**config.mk**
```make
export PLATFORM = sky130hd
export DESIGN_NAME = hall_six_step_commutator_unit
export DESIGN_NICKNAME = d
export VERILOG_FILES = /design/src/rtl/hssc_pkg.sv /design/src/rtl/hall_six_step_commutator_unit.sv
export SDC_FILE = /design/constraint.sdc
export NUM_CORES = 1
export LEC_CHECK = 0
export ABC_AREA = 1
export CAP_MARGIN = 10
export CORE_MARGIN = 3
export CORE_UTILIZATION = 35
export CTS_CLUSTER_DIAMETER = 40
export DETAILED_ROUTE_END_ITERATION = 7
export DONT_BUFFER_PORTS = 1
export PLACE_DENSITY = 0.59
export SLEW_MARGIN = 20
export SYNTH_ARGS = -nofsm -noshare
export SYNTH_HDL_FRONTEND = slang
export SYNTH_SLANG_ARGS = --single-unit
```
**constraint.sdc**
```tcl
create_clock -name clk -period 4.9 [get_ports clk]
set_input_delay 0.98 -clock clk [delete_from_list [all_inputs] [get_ports clk]]
set_output_delay 0.98 -clock clk [all_outputs]
set_load 0.005 [all_outputs]
```
**src/rtl/hssc_pkg.sv**
```systemverilog
// Package for the hall six-step commutator: command codes, channel codes and commutation tables.
`timescale 1ns / 1ps

package hssc_pkg;

	localparam int CHANGES_PER_MEASURE_DEF = 12;
	localparam int COUNT_WIDTH_DEF         = 32;

	localparam logic [1:0] CMD_TICK  = 2'd0;
	localparam logic [1:0] CMD_START = 2'd1;
	localparam logic [1:0] CMD_STOP  = 2'd2;

	localparam logic [1:0] CH_U = 2'd0;
	localparam logic [1:0] CH_V = 2'd1;
	localparam logic [1:0] CH_W = 2'd2;

	localparam logic [2:0] HALL_NONE = 3'd0;
	localparam logic [2:0] HALL_ALL  = 3'd7;

	localparam logic [2:0] LOW_U = 3'h4;
	localparam logic [2:0] LOW_V = 3'h2;
	localparam logic [2:0] LOW_W = 3'h1;

	typedef logic [2:0] hall_t;

	// high-side channel for a valid hall code; rev selects reverse direction
	function automatic logic [1:0] high_channel(input logic rev, input hall_t hall);
		logic [1:0] ch;
		ch = CH_U;
		case ({rev, hall})
			4'b0_001: ch = CH_W;
			4'b0_010: ch = CH_V;
			4'b0_011: ch = CH_W;
			4'b0_100: ch = CH_U;
			4'b0_101: ch = CH_U;
			4'b0_110: ch = CH_V;
			4'b1_001: ch = CH_V;
			4'b1_010: ch = CH_U;
			4'b1_011: ch = CH_U;
			4'b1_100: ch = CH_W;
			4'b1_101: ch = CH_V;
			4'b1_110: ch = CH_W;
			default:  ch = CH_U;
		endcase
		return ch;
	endfunction

	// low-side switch mask, U V W as bit2 bit1 bit0
	function automatic logic [2:0] low_mask(input logic rev, input hall_t hall);
		logic [2:0] m;
		m = 3'b000;
		case ({rev, hall})
			4'b0_001: m = LOW_V;
			4'b0_010: m = LOW_U;
			4'b0_011: m = LOW_U;
			4'b0_100: m = LOW_W;
			4'b0_101: m = LOW_V;
			4'b0_110: m = LOW_W;
			4'b1_001: m = LOW_W;
			4'b1_010: m = LOW_V;
			4'b1_011: m = LOW_W;
			4'b1_100: m = LOW_U;
			4'b1_101: m = LOW_U;
			4'b1_110: m = LOW_V;
			default:  m = 3'b000;
		endcase
		return m;
	endfunction

endpackage

```
**src/rtl/hall_six_step_commutator_unit.sv**
```systemverilog
// Hall six-step commutator: command input register, state update and result registers.
`timescale 1ns / 1ps

// Six-step BLDC commutation from three hall bits. Each input beat is a PWM
// tick, a start or a stop, and yields one result beat with the compares, low
// pins, speed period and running flag as they stand after that beat. A beat is
// held in an input register and resolved from there into the state
// registers, which drive the result ports directly; one beat per cycle is
// sustained while the result side takes beats, and result valid is
// registered along with the state when the input register hands a beat on.
module hall_six_step_commutator_unit #(
	parameter int CHANGES_PER_MEASURE = hssc_pkg::CHANGES_PER_MEASURE_DEF,
	parameter int COUNT_WIDTH         = hssc_pkg::COUNT_WIDTH_DEF
) (
	input  logic                   clk,
	input  logic                   arst_n,
	input  logic                   in_valid,
	output logic                   in_ready,
	input  logic [1:0]             command,
	input  logic [2:0]             hall_code,
	input  logic signed [15:0]     setpoint,
	output logic                   out_valid,
	input  logic                   out_ready,
	output logic [15:0]            duty_phase_u,
	output logic [15:0]            duty_phase_v,
	output logic [15:0]            duty_phase_w,
	output logic [2:0]             low_pins,
	output logic [COUNT_WIDTH-1:0] speed_period,
	output logic                   motor_running
);

	localparam logic [3:0] CHG_LIMIT = 4'(CHANGES_PER_MEASURE);

	// input stage
	logic              vld_s1;
	logic [1:0]        cmd_s1;
	hssc_pkg::hall_t   hall_s1;
	logic [15:0]       set_s1;

	// state, also the result
	logic                   out_vld_q;
	logic                   running_q;
	hssc_pkg::hall_t        prev_hall_q;
	logic [COUNT_WIDTH-1:0] tick_q;
	logic [3:0]             chg_q;
	logic [COUNT_WIDTH-1:0] period_q;
	logic [15:0]            cmp_u_q, cmp_v_q, cmp_w_q;
	logic [2:0]             low_q;

	logic advance;

	assign advance  = vld_s1 && (!out_vld_q || out_ready);
	assign in_ready = !vld_s1 || advance;

	always_ff @(posedge clk or negedge arst_n) begin
		if (!arst_n) begin
			vld_s1 <= 1'b0;
		end else if (in_ready) begin
			vld_s1 <= in_valid;
		end
	end

	always_ff @(posedge clk) begin
		if (in_ready && in_valid) begin
			cmd_s1  <= command;
			hall_s1 <= hall_code;
			set_s1  <= setpoint;
		end
	end

	// next-state logic
	logic                   running_d;
	hssc_pkg::hall_t        prev_hall_d;
	logic [COUNT_WIDTH-1:0] tick_d, tick_inc;
	logic [3:0]             chg_d, chg_inc;
	logic [COUNT_WIDTH-1:0] period_d;
	logic [15:0]            cmp_u_d, cmp_v_d, cmp_w_d;
	logic [2:0]             low_d;
	logic                   rev;
	logic [15:0]            duty;
	logic [1:0]             ch;

	always_comb begin
		running_d   = running_q;
		prev_hall_d = prev_hall_q;
		tick_d      = tick_q;
		chg_d       = chg_q;
		period_d    = period_q;
		cmp_u_d     = cmp_u_q;
		cmp_v_d     = cmp_v_q;
		cmp_w_d     = cmp_w_q;
		low_d       = low_q;
		tick_inc    = tick_q + COUNT_WIDTH'(1);
		chg_inc     = chg_q + 4'd1;
		rev         = set_s1[15];
		duty        = rev ? (16'd0 - set_s1) : set_s1;
		ch          = hssc_pkg::high_channel(rev, hall_s1);

		case (cmd_s1)
			hssc_pkg::CMD_TICK: begin
				if (running_q) begin
					tick_d = tick_inc;
					if (hall_s1 != prev_hall_q) begin
						chg_d       = chg_inc;
						prev_hall_d = hall_s1;
						if (chg_inc == CHG_LIMIT) begin
							period_d = tick_inc;
							tick_d   = '0;
							chg_d    = 4'd0;
						end
						if (hall_s1 != hssc_pkg::HALL_NONE && hall_s1 != hssc_pkg::HALL_ALL) begin
							cmp_u_d = (ch == hssc_pkg::CH_U) ? duty : 16'd0;
							cmp_v_d = (ch == hssc_pkg::CH_V) ? duty : 16'd0;
							cmp_w_d = (ch == hssc_pkg::CH_W) ? duty : 16'd0;
							low_d   = hssc_pkg::low_mask(rev, hall_s1);
						end
					end
				end
			end
			hssc_pkg::CMD_START: begin
				running_d = 1'b1;
				cmp_u_d   = 16'd0;
				cmp_v_d   = 16'd0;
				cmp_w_d   = 16'd0;
			end
			hssc_pkg::CMD_STOP: begin
				running_d = 1'b0;
				cmp_u_d   = 16'd0;
				cmp_v_d   = 16'd0;
				cmp_w_d   = 16'd0;
				tick_d    = '0;
				chg_d     = 4'd0;
				period_d  = '0;
			end
			default: begin
			end
		endcase
	end

	always_ff @(posedge clk or negedge arst_n) begin
		if (!arst_n) begin
			out_vld_q   <= 1'b0;
			running_q   <= 1'b0;
			prev_hall_q <= hssc_pkg::HALL_NONE;
			tick_q      <= '0;
			chg_q       <= 4'd0;
			period_q    <= '0;
			cmp_u_q     <= 16'd0;
			cmp_v_q     <= 16'd0;
			cmp_w_q     <= 16'd0;
			low_q       <= 3'd0;
		end else begin
			if (advance) begin
				out_vld_q   <= 1'b1;
				running_q   <= running_d;
				prev_hall_q <= prev_hall_d;
				tick_q      <= tick_d;
				chg_q       <= chg_d;
				period_q    <= period_d;
				cmp_u_q     <= cmp_u_d;
				cmp_v_q     <= cmp_v_d;
				cmp_w_q     <= cmp_w_d;
				low_q       <= low_d;
			end else if (out_ready) begin
				out_vld_q <= 1'b0;
			end
		end
	end

	assign out_valid     = out_vld_q;
	assign duty_phase_u  = cmp_u_q;
	assign duty_phase_v  = cmp_v_q;
	assign duty_phase_w  = cmp_w_q;
	assign low_pins      = low_q;
	assign speed_period  = period_q;
	assign motor_running = running_q;

endmodule

```
Word level (Yosys, flattened, before mapping) --
Memories as Yosys holds them, arrays and structs flattened. A register that Yosys moved wholly into a read port is not among the register bits. Cells that the tools add are included.
Word-level totals: register bits 143, bits in read-only memories 80, input port bits 25, output and inout port bits 86, logic and storage cells 84, memories 2
Cells by class: add/sub/neg operators 3, eq/ne operators 11, multiplexer cells 32, reductions and logical operators 23
Memories:
- (no name shown) | depth 16, width 3, rd ports 1, clocked after Yosys merged registers in 1, wr ports 0, line hssc_pkg.sv:52 | case ({rev, hall})
- (no name shown) | depth 16, width 2, rd ports 1, clocked after Yosys merged registers in 1, wr ports 0, line hssc_pkg.sv:30 | case ({rev, hall})
Operators with widths (number):
- $mux W16 | 13
- $mux W32 | 6
- $pmux W32 S2 | 2
- $pmux W16 S2 | 3
- $add A32 B1 Y32 const B | 1
- $mux W4 | 4
- $sub A1 B16 Y16 const A | 1
- $reduce_and A5 Y1 | 3
- $ne A2 B2 Y1 const B | 4
- $pmux W4 S2 | 1
- $reduce_and A4 Y1 | 2
- $reduce_bool A2 Y1 | 4
- $add A4 B1 Y4 const B | 1
- $eq A2 B1 Y1 const B | 2
- $eq A2 B2 Y1 const B | 2
- $eq A4 B4 Y1 const B | 1
- $logic_not A2 Y1 | 2
- $logic_and A1 B1 Y1 | 3
- $logic_not A1 Y1 | 3
- $ne A3 B3 Y1 | 1
- $ne A3 B3 Y1 const B | 1
- $reduce_and A3 Y1 | 1
- $reduce_bool A3 Y1 | 1
- $logic_or A1 B1 Y1 | 2
- 4 further kinds | 5

Logic depth before layout (Yosys ltp) --
Gate-level depths: netlist (run 1).
word-level depth 7, mapped depth 11

Worst setup path after synthesis (run 1) --
Ideal clock, no wire load.
path kind in2reg, start point in out_ready, end point reg cmd_s1[0], enable pin, library setup time 0.376 ns, arrival 1.760 ns, data required time 4.524 ns, path slack 2.765 ns, stages 4, path buffers 0, cell sequence inv_1 > nand3_1 > nand2_1 > inv_1
Between the ends: longest elaborated chain between the ends 4
RTL lines:
- from (decl) | line hall_six_step_commutator_unit.sv:23 | input logic out_ready,
- $logic_or A1 B1 Y1 | line hall_six_step_commutator_unit.sv:52 | assign advance = vld_s1 && (!out_vld_q || out_ready);
- $logic_and A1 B1 Y1 | line hall_six_step_commutator_unit.sv:52
- $logic_or A1 B1 Y1 | line hall_six_step_commutator_unit.sv:53 | assign in_ready = !vld_s1 || advance;
- net in_ready | line hall_six_step_commutator_unit.sv:18 | output logic in_ready,
- $logic_and A1 B1 Y1 | line hall_six_step_commutator_unit.sv:64 | if (in_ready && in_valid) begin
- to (signal assigned) | line hall_six_step_commutator_unit.sv:65 | cmd_s1 <= command;
- to (decl) | line hall_six_step_commutator_unit.sv:36 | logic [1:0] cmd_s1;
The timed path passes the listed nets, and every way through them passes these cells. A chain may end at the register's enable or synchronous reset.

Final worst setup path (run 1) --
start point reg cmd_s1[0], end point reg period_q[18] (netlist: speed_period[18])
Between the ends: longest elaborated chain between the ends 3, elaborated cells between the ends (all ways) 8, classes of those cells eq/ne: 4; mux: 1; reduce/logical: 3
RTL lines:
- $logic_not A2 Y1 / $eq A2 B2 Y1 (equally long branches) | line hall_six_step_commutator_unit.sv:99 | case (cmd_s1)
- $ne A2 B2 Y1 (no line) / $reduce_bool A2 Y1 (equally long branches)
- $reduce_and A5 Y1 (no line)
- to (signal assigned) | line hall_six_step_commutator_unit.sv:159 | period_q <= period_d;
- to (decl) | line hall_six_step_commutator_unit.sv:46 | logic [COUNT_WIDTH-1:0] period_q;
Several ways; a longest one is shown, not always the timed one.

==> results of run 1 <==
## cells in the final DEF (no fill, tap or decap), types with 2 or more instances in the layout
cell / Yosys / routed
o21bai_1: 2 / 2
dfxtp_1: 2 / 2
nor2_1: 74 / 74
nand2_2: 4 / 4
clkinv_1: 2 / 2
a21oi_1: 11 / 11
inv_6: 0 / 4
o22ai_1: 6 / 6
nor2_4: 3 / 3
bufinv_16: 0 / 3
nand3b_1: 2 / 2
inv_1: 57 / 57
o21ai_1: 24 / 24
clkinv_2: 0 / 2
xor2_1: 9 / 9
nand3_1: 48 / 48
nand4_1: 2 / 2
xnor2_1: 4 / 4
clkbuf_16: 0 / 18
o21ai_0: 47 / 47
inv_2: 2 / 2
edfxtp_1: 21 / 21
nor2_2: 3 / 3
nor3_1: 2 / 2
dfrtp_1: 125 / 125
ha_1: 6 / 6
nand2_1: 398 / 398
## final cells by class
cell class	instances	area (sq um)	share of cell area [%]
clock inverters	13	168.9	2.155
clock buffers	19	454.2	5.794
flip-flops and latches	148	3799	48.46
well taps	265	331.6	4.230
multi-input cells	652	2856	36.44
inverters	61	229.0	2.921
## power by group through the flow
stage	clock network, W	logic [W]	registers [W]
after floorplan	0	0.000356	0.00157
after global placement	0	0.000414	0.00163
after detailed placement	0	0.000422	0.00163
after CTS	0.00143	0.000423	0.00161
after global routing	0.00147	0.000495	0.00163
final	0.00139	0.000417	0.00160
## sequential cells by signal, summed over array words and instances, names as in the netlist
signal and cells:
out_valid 1, hall_s1 3, duty_phase_v 16, motor_running 1
duty_phase_u 16, chg_q 4, tick_q 32, speed_period 32
prev_hall_q 3, ch 2, cmd_s1 2, duty_phase_w 16
low_pins 3, vld_s1 1, set_s1 16
## per-layer routing
layer,global-route usage [%],vias to the layer above,share of wire (%)
li1,-,2787,-
met1,21.10,2520,46
met2,24.16,100,46
met3,5.487,17,6.2
met4,5.172,0,1.4
met5,0,-,0
## critical path, delay by kind of cell (launching register included)
kind / cells / cell delay (ns)
AOI/OAI and AO/OA: 1 / 0.33
adders and majority gates: 1 / 0.53
buffers and inverters: 3 / 0.82
DFF: 1 / 0.35
and+or+nand+nor: 4 / 0.82
## kinds of logic after synthesis
group                      count (synthesis)  share of synthesized area (%)
buffers and inverters                     83                          5.238
adders and majority gates                  6                          1.069
DFF                                      148                          54.09
and+or+nand+nor                          542                          31.28
xor gates and xnor gates                  13                          1.621
AOI/OAI and AO/OA                         91                          6.699
## per-stage QoR
stage                     setup WS [ns]  util (%)  instances  cell area [sq um]  power, W
final                             1.961     40.01       1158               7839  0.003415
after global routing              1.567     40.01       1158               7839  0.003590
after CTS                         1.934     40.01       1158               7839  0.003463
after detailed placement          1.850     36.83       1126               7216  0.002053
after global placement            1.851     36.83       1126               7216  0.002045
after floorplan                   2.765         -        883               7023  0.001925
## worst max-delay path by stage
stage | from | to | depth (start not counted)
global placement | out_ready | duty_phase_u[7]$_DFFE_PN0P_ | 10
detailed placement | out_ready | duty_phase_u[3]$_DFFE_PN0P_ | 10
finish | cmd_s1[0]$_DFFE_PN_ | speed_period[18]$_DFFE_PN0P_ | 9
global route | cmd_s1[0]$_DFFE_PN_ | speed_period[24]$_DFFE_PN0P_ | 9
CTS | cmd_s1[0]$_DFFE_PN_ | speed_period[18]$_DFFE_PN0P_ | 9
floorplan | out_ready | cmd_s1[0]$_DFFE_PN_ | 4
==> impl_metrics.ini, run 1 <==
[clock_network]
post-cts-setup-buffer-count = 0
root_buffer = clkbuf_16
tritoncts = yes
clock-sinks = 148
clkLatencyLatePin_ns = 0.43
cts-htree-levels = 4
cts_buffers = 17
cts_hold_buf = 0
cts-resized-gates = 0
clockBufferDepth = 2
clk_pin_slew_worst_paths_ns = 0.07

[cells_and_area]
area_growth_pct = 11.62
nets = 911
antenna_cells = 0
drive_gt1_share_pct = 5.263
fillers = 2007

[power_and_ir_drop]
swShare_pct = 29.22
clock_power_share_pct = 40.8
power_frac_comb_pct = 12.2
p_int_w = 0.002417
switching_power_w = 0.0009979
power.leakage_nw = 3.740
power.density_nw_per_um2 = 435.7
ir_worst_vdd_uv = 280.2
seqPwrFrac_pct = 47.0

[synth]
yosysTopAreaCell = dfrtp_1
syn_inst = 883
synth_warnings = 0
syn_avg_cell_area_sq_um = 7.954
synth.yosys.seq_area_share_pct = 54.09
yosys-top-cells-area = dfrtp_1 45%, nand2_1 21%, edfxtp_1 9.0%, nor2_1 4.0%, nand3_1 3.4%
syn_area_sq_um = 7023
ys_ff_latch = 148
synthFlopType = dfrtp_1
synthDominantCellAreaShare_pct = 44.54
synthArstFlopShare_pct = 84.46
syn-num-nets = 914
synth_most_common_cell = nand2_1
synth_commonest_cells = 398 x nand2_1, 125 x dfrtp_1, 74 x nor2_1, 57 x inv_1, 48 x nand3_1
synth_cell_types = 35
synth_edf_count = 21

[detailed_routing]
viasPerCell = 4.684
route.detailed.drc = 0
drt_iter0_drc = 316
wire_per_inst_microns = 14.34
vias = 5424
routed_wl_mm = 16.61
firstDrtPassIters = 5
ant_nets = 0

[global_route]
grt_max_degree = 126
grt_overflow = 0
grt_pass1_wl_mm = 27.43
grt_pass1_vias = 5175
grtUsageTotal_pct = 15.79
antenna_found_initial = 0

[critical_path]
r2r_cells = 9
critPathMaxStageDelay_ns = 0.53
crit-reg2reg-launch = cmd_s1[0]$_DFFE_PN_
r2r_slack_ns = 1.96
endpoint_kind = flop
rr_endpoint = speed_period[18]$_DFFE_PN0P_
cp_data_arrival_time_ns = 3.30
worstSetupPathType = flop to flop
cp_common_cell = nand2_1
crit_path_cell_trace = inv_1, ha_1, inv_2, o21a_1, nor2_8, nand3_4, clkinv_1, nand2_1, nand2_1
crit_slowest_cell = ha_1
crit_fanout = 55
crit_required_ns = 5.26
worst_setup_path_start_kind = flop

[timing]
fin_skew_ns = 0.01274
grt_setup_unrepaired = false
tightest_slew_ns = 1.030
drv_slew = 0
setup_viol = 0
timing.hold.ws_ns = 0.2361
min_period_ns = 2.939
hold_violations = 0
slew-limit-headroom_pct = 31.09
max_freq_ghz = 0.3403
tns_ns = 0
fin_crit_sh_pct = 59.97

[floorplanning]
initial_core_util_pct = 35.85
die-width_microns = 147.7
ios = 111
core_area_sq_um = 19590
rows = 51
die-area_sq_um = 21800
die_y_microns = 147.7

[placement]
hpwl_mm = 11.65
gp_congestion = 0.8546
portBuffers = 0

[flow_run]
maxCapViolations = 0

[min_path]
hold_path_class = input port to async pin

[run_status]
status = finished clean
No activity file was read; power rests on OpenSTA's default activity.
==> inputs of run 2 (changes only) <==
Settings changed: ABC_AREA 1 to 0.
Clock period 4.9 ns to 2.8 ns, I/O delays scaled along.
==> run 2 against run 1 <==
The run now ends with hold timing left. Count of clock-buffer cells in the layout increased by 2. Clock power rose by 73%. Worst hold slack lost 0.41 ns. Utilization grew 0.26 points. Clock skew increased by 0.00058 ns. Final cell count is 14% lower. Sequential power is 79% higher. Critical path type unchanged. Highest routed layer is now met5.
==> impl_metrics.ini, run 2 <==
[run_status]
status = finished with violations
violations = hold timing

[critical_path]
crit_slowest_cell = edfxtp_1
rr_endpoint = duty_phase_v[10]$_DFFE_PN0P_
r2r_cells = 7
endpoint_kind = flop
r2r_slack_ns = 0.28
cp_data_arrival_time_ns = 2.84
crit_fanout = 48
crit-reg2reg-launch = cmd_s1[1]$_DFFE_PN_
path_buf_inv = 2
worst_setup_path_start_kind = flop
worstSetupPathType = flop to flop
crit_family = simple AND/OR/NAND/NOR gates
crit_required_ns = 3.11
crit_path_cell_trace = inv_1, ha_1, nand4_1, nand4b_1, o22ai_4, buf_12, mux2_2
critPathMaxStageDelay_ns = 0.38

[timing]
timing.hold.ws_ns = -0.1755
setup_ws_ns = 0.2768
drv_slew = 0
fin_crit_sh_pct = 90.11
hold_violations = 125
setup_viol = 0
min_period_ns = 2.523
max_freq_ghz = 0.3963
fin_skew_ns = 0.01332
tns_ns = 0
slew-limit-headroom_pct = 33.34
tightest_slew_ns = 0.9999
grt_setup_unrepaired = false

[synth]
synth_edf_count = 21
synth_warnings = 0
syn_area_sq_um = 7584
ys_ff_latch = 148
syn_avg_cell_area_sq_um = 10.50
synth_cell_types = 63
synthDominantCellAreaShare_pct = 41.25
yosys-top-cells-area = dfrtp_1 41%, mux2_2 11%, edfxtp_1 8.3%, nor2_1 3.6%, a31oi_1 3.5%
synth.yosys.seq_area_share_pct = 50.09
synthFlopType = dfrtp_1
syn_inst = 722
synth_commonest_cells = 125 x dfrtp_1, 74 x mux2_2, 73 x nor2_1, 42 x a31oi_1, 36 x nand2_1
synthArstFlopShare_pct = 84.46
yosysTopAreaCell = dfrtp_1
synth_most_common_cell = dfrtp_1
syn-num-nets = 753

[clock_network]
tritoncts = yes
post-cts-setup-buffer-count = 0
root_buffer = clkbuf_16
clkLatencyLatePin_ns = 0.43
cts-resized-gates = 0
cts_buffers = 17
cts-htree-levels = 4
clock-sinks = 148
clk_pin_slew_worst_paths_ns = 0.07
clockBufferDepth = 2

[cells_and_area]
stdcell_count = 1001
multi_input_area_sq_um = 3470
drive_gt1_share_pct = 20.14
layout_common_cells = 125 x dfrtp_1, 74 x mux2_2, 73 x nor2_1, 42 x a31oi_1, 36 x nand2_1
area_growth_pct = 12.34
fillers = 2017
layout_commonest_cell = dfrtp_1
register_area_sq_um = 3799
nets = 743
utilization_pct = 40.27

[floorplanning]
rows = 53
die-width_microns = 153.2
die-area_sq_um = 23470
ios = 111
core_area_sq_um = 21150
initial_core_util_pct = 35.85
die_y_microns = 153.2

[detailed_routing]
firstDrtPassIters = 5
vias = 5403
routed_wl_mm = 18.19
wire_per_inst_microns = 18.18
route.detailed.drc = 0
drt_iter0_drc = 372
viasPerCell = 5.398
ant_nets = 0

[global_route]
grtUsageTotal_pct = 15.74
grt_max_degree = 126
grt_pass1_wl_mm = 29.70
antenna_found_initial = 2
grt_pass1_vias = 5392
grt_overflow = 0

[power_and_ir_drop]
power.density_nw_per_um2 = 724.5
ir_worst_vdd_uv = 412.9
power.leakage_nw = 3.534

[flow_run]
maxCapViolations = 0

[min_path]
hold_path_class = input port to async pin

[placement]
gp_congestion = 0.7855
dp.cells = 968
post-place-ws_ns = 0.2846
hpwl_mm = 12.21
portBuffers = 0
==> run 2: changes by cell type after synthesis, sizes merged, moves of 18 or more <==
| cell | before | now |
|---|---|---|
| nand2 | 402 | 36 |
| nand3 | 49 | 31 |
| o21ai | 71 | 18 |
| mux2 | 0 | 75 |
| clkbuf | 7 | 27 |
| inv | 59 | 33 |
| a31oi | 0 | 42 |
==> run 2: worst max path at each step <==
| stage | slack [ns] | depth (start not counted) | end | startpoint |
|---|---|---|---|---|
| final | 0.28 | 7 | duty_phase_v[10]$_DFFE_PN0P_ | cmd_s1[1]$_DFFE_PN_ |
| after global placement | 0.29 | 7 | duty_phase_w[7]$_DFFE_PN0P_ | cmd_s1[1]$_DFFE_PN_ |
| after CTS | 0.27 | 7 | duty_phase_u[4]$_DFFE_PN0P_ | cmd_s1[1]$_DFFE_PN_ |
| after floorplan | 0.58 | 7 | duty_phase_u[0]$_DFFE_PN0P_ | out_ready |
| after global routing | 0.08 | 7 | duty_phase_v[4]$_DFFE_PN0P_ | cmd_s1[0]$_DFFE_PN_ |
| after detailed placement | 0.28 | 7 | duty_phase_u[11]$_DFFE_PN0P_ | cmd_s1[1]$_DFFE_PN_ |
==> run 2: cell type report <==
cell class	instances	area share, %
multi-input cells	493	40.73
flip-flops and latches	148	44.59
clock buffers	21	5.786
repair buffers	19	1.821
inverters	33	1.454
clock inverters	11	1.557
well taps	275	4.039
diodes	1	0.02937
==> run 2: metal layers <==
metal	share of wire (%)	track usage, %
met1	43	19.23
met3	8.9	7.531
met2	47	24.99
met4	1.4	4.328
met5	0.044	0
==> run 2: worst register-to-register path: stages, from the launching register on <==
cell	delay (ns)
edfxtp_1	0.38
inv_1	0.07
ha_1	0.37
nand4_1	0.28
nand4b_1	0.37
o22ai_4	0.26
buf_12	0.28
mux2_2	0.41
==> run 2: kinds of logic (layout without fill, tap and decap cells) <==
kind of cell               count (synthesis)  count (layout)  share of synthesized area [%]
AOI/OAI and AO/OA                        133             133                          11.66
xor gates and xnor gates                  38              38                          4.389
adders and majority gates                  6               6                         0.9899
buffers and inverters                     81              84                          4.488
DFF                                      148             148                          50.09
muxes                                     78              78                          11.53
other                                      0               1                              0
and+or+nand+nor                          238             238                          16.85
==> run 2: where the power goes <==
group | total (W) | switching (W) | internal, W
registers | 0.00287 | 0.000357 | 0.00251
clock network | 0.00241 | 0.000951 | 0.00146
logic | 0.000896 | 0.000457 | 0.000440
total | 0.00617 | 0.00176 | 0.00441
==> run 2: metrics by stage <==
step / area [sq um] / power (W)
finish: 8519 / 0.006173
detailed placement: 7891 / 0.003818
global placement: 7891 / 0.003803
floorplan: 7584 / 0.003531
CTS: 8517 / 0.006254
global route: 8517 / 0.006501
==> inputs of run 3 (changes only) <==
Settings changed: PLACE_DENSITY 0.59 to 0.61.
Clock period 2.8 ns to 2.25 ns, I/O delays scaled along.
==> run 3 against run 2 <==
The flow still finishes with violations (hold timing). Routed wire length is 6.8% higher. Clock power grew 27%. Sequential share of layout area is 2.2 points lower. Non-clock buffer count grew 48. Worst setup slack got worse by 0.21 ns. Flip-flop and latch count stayed put. Count of clock-buffer cells in the layout down 2. Highest routed layer unchanged.
==> impl_metrics.ini, run 3 (same netlist as run 2, synthesis figures left out) <==
[detailed_routing]
firstDrtPassIters = 5
ant_nets = 0
drt_iter0_drc = 337
wire_per_inst_microns = 18.53
vias = 5701
routed_wl_mm = 19.42
viasPerCell = 5.440
route.detailed.drc = 0

[placement]
placedInstanceArea_sq_um = 8184
gp_congestion = 0.8361
portBuffers = 0
post-place-ws_ns = 0.03822
dp.cells = 1002
hpwl_mm = 13.07

[timing]
hold_violations = 125
fin_skew_ns = 0.01656
timing.hold.ws_ns = -0.2830
tightest_slew_ns = 0.7855
grt_setup_unrepaired = true
setup_ws_ns = 0.07113
drv_slew = 0
setup_viol = 0
min_period_ns = 2.179
slew-limit-headroom_pct = 47.57
fin_crit_sh_pct = 96.84
max_freq_ghz = 0.4590

[clock_network]
tritoncts = yes
root_buffer = clkbuf_16
cts-htree-levels = 4
clk_pin_slew_worst_paths_ns = 0.06
clockBufferDepth = 2
cts_buffers = 17
clock-sinks = 148
clkLatencyLatePin_ns = 0.43

[cells_and_area]
utilization_pct = 42.36
stdcell_count = 1048
layout_commonest_cell = dfrtp_1
drive_gt1_share_pct = 25.49
design_area_sq_um = 8960
layout_common_cells = 125 x dfrtp_1, 74 x mux2_2, 73 x nor2_1, 60 x buf_4, 42 x a31oi_1
area_growth_pct = 18.15
nets = 791
antenna_cells = 0

[floorplanning]
initial_core_util_pct = 35.85
ios = 111
die-width_microns = 153.2
die_y_microns = 153.2
rows = 53
core_area_sq_um = 21150
die-area_sq_um = 23470

[global_route]
grt_pass1_vias = 5663
grtUsageTotal_pct = 16.13
antenna_found_initial = 2
grt_overflow = 0
grt_max_degree = 126
grt_pass1_wl_mm = 30.55

[critical_path]
crit_required_ns = 2.56
crit_fanout = 4
endpoint_kind = flop
cp_data_arrival_time_ns = 2.49
worst_setup_path_start_kind = flop
worstSetupPathType = flop to flop

[power_and_ir_drop]
swShare_pct = 28.64
power_frac_comb_pct = 16.3
power.density_nw_per_um2 = 880.3
power.leakage_nw = 3.792
clock_power_share_pct = 38.7
ir_worst_vdd_uv = 590.3
seqPwrFrac_pct = 45.0
p_int_w = 0.005628
switching_power_w = 0.002259

[flow_run]
maxCapViolations = 0

[run_status]
violations = hold timing
status = finished with violations

[min_path]
hold_path_class = input port to async pin
## run 3: final timing paths
check | startpoint | to | slack (ns) | cells after the start
setup / recovery | set_s1[10]$_DFFE_PN_ | duty_phase_u[14]$_DFFE_PN0P_ | 0.07 | 5
hold / removal | arst_n | speed_period[27]$_DFFE_PN0P_ | -0.28 | 0
setup reg to reg | set_s1[10]$_DFFE_PN_ | duty_phase_u[14]$_DFFE_PN0P_ | 0.07 | 5
hold reg to reg | tick_q[31]$_DFFE_PN0P_ | tick_q[31]$_DFFE_PN0P_ | 0.52 | 1
max in group asynchronous | arst_n | duty_phase_w[13]$_DFFE_PN0P_ | 2.32 | 0
min in group clk | hall_code[2] | hall_s1[2]$_DFFE_PN_ | 0.11 | 0
## run 3: critical path: stages (launching register included)
cell and delay (ns):
edfxtp_1 0.41, or4_4 0.59, or3_4 0.41, o31ai_4 0.27
a21oi_1 0.10, mux2_2 0.29
## run 3: layout make-up
| cell class | count | area (sq um) |
|---|---|---|
| Clock buffer | 19 | 464.2 |
| Clock inverter | 13 | 165.2 |
| Fill cell | 1998 | 12190 |
| Inverter | 33 | 123.9 |
| Multi-Input combinational cell | 493 | 3486 |
| Sequential cell | 148 | 3799 |
| Tap cell | 275 | 344.1 |
| Timing Repair Buffer | 67 | 578.1 |
## run 3: power by group through the flow
| stage | Sequential (W) | Clock, W | Combinational, W |
|---|---|---|---|
| after floorplan | 0.00344 | 0 | 0.000953 |
| after global placement | 0.00361 | 0 | 0.00121 |
| after detailed placement | 0.00361 | 0 | 0.00124 |
| after CTS | 0.00357 | 0.00311 | 0.00125 |
| after global routing | 0.00362 | 0.00323 | 0.00142 |
| final | 0.00355 | 0.00305 | 0.00129 |
## run 3: layer usage
layer | part of all wire (%) | vias up | routed length [microns] | GRT usage, %
li1 | - | 2707 | - | -
met1 | 41 | 2806 | 8044 | 19.54
met2 | 48 | 162 | 9405 | 26.27
met3 | 8.6 | 22 | 1663 | 7.163
met4 | 1.5 | 4 | 290 | 4.370
met5 | 0.11 | - | 21 | 0
## run 3: metrics by stage
| stage | hold slack (ns) | total power [W] | setup TNS [ns] |
|---|---|---|---|
| global placement | 0.1606 | 0.004818 | 0 |
| global route | -0.3060 | 0.008271 | -0.006404 |
| detailed placement | 0.1580 | 0.004848 | 0 |
| finish | -0.2830 | 0.007887 | 0 |
| floorplan | 0.1544 | 0.004394 | 0 |
| CTS | -0.3050 | 0.007923 | 0 |
## run 3: repair_timing
action / 4_1_cts / 5_1_grt
gates resized for setup: 0 / 4
setup buffers: 0 / 11
hold endpoints to repair: 125 / 125
endpoints found under the setup margin: 0 / 101
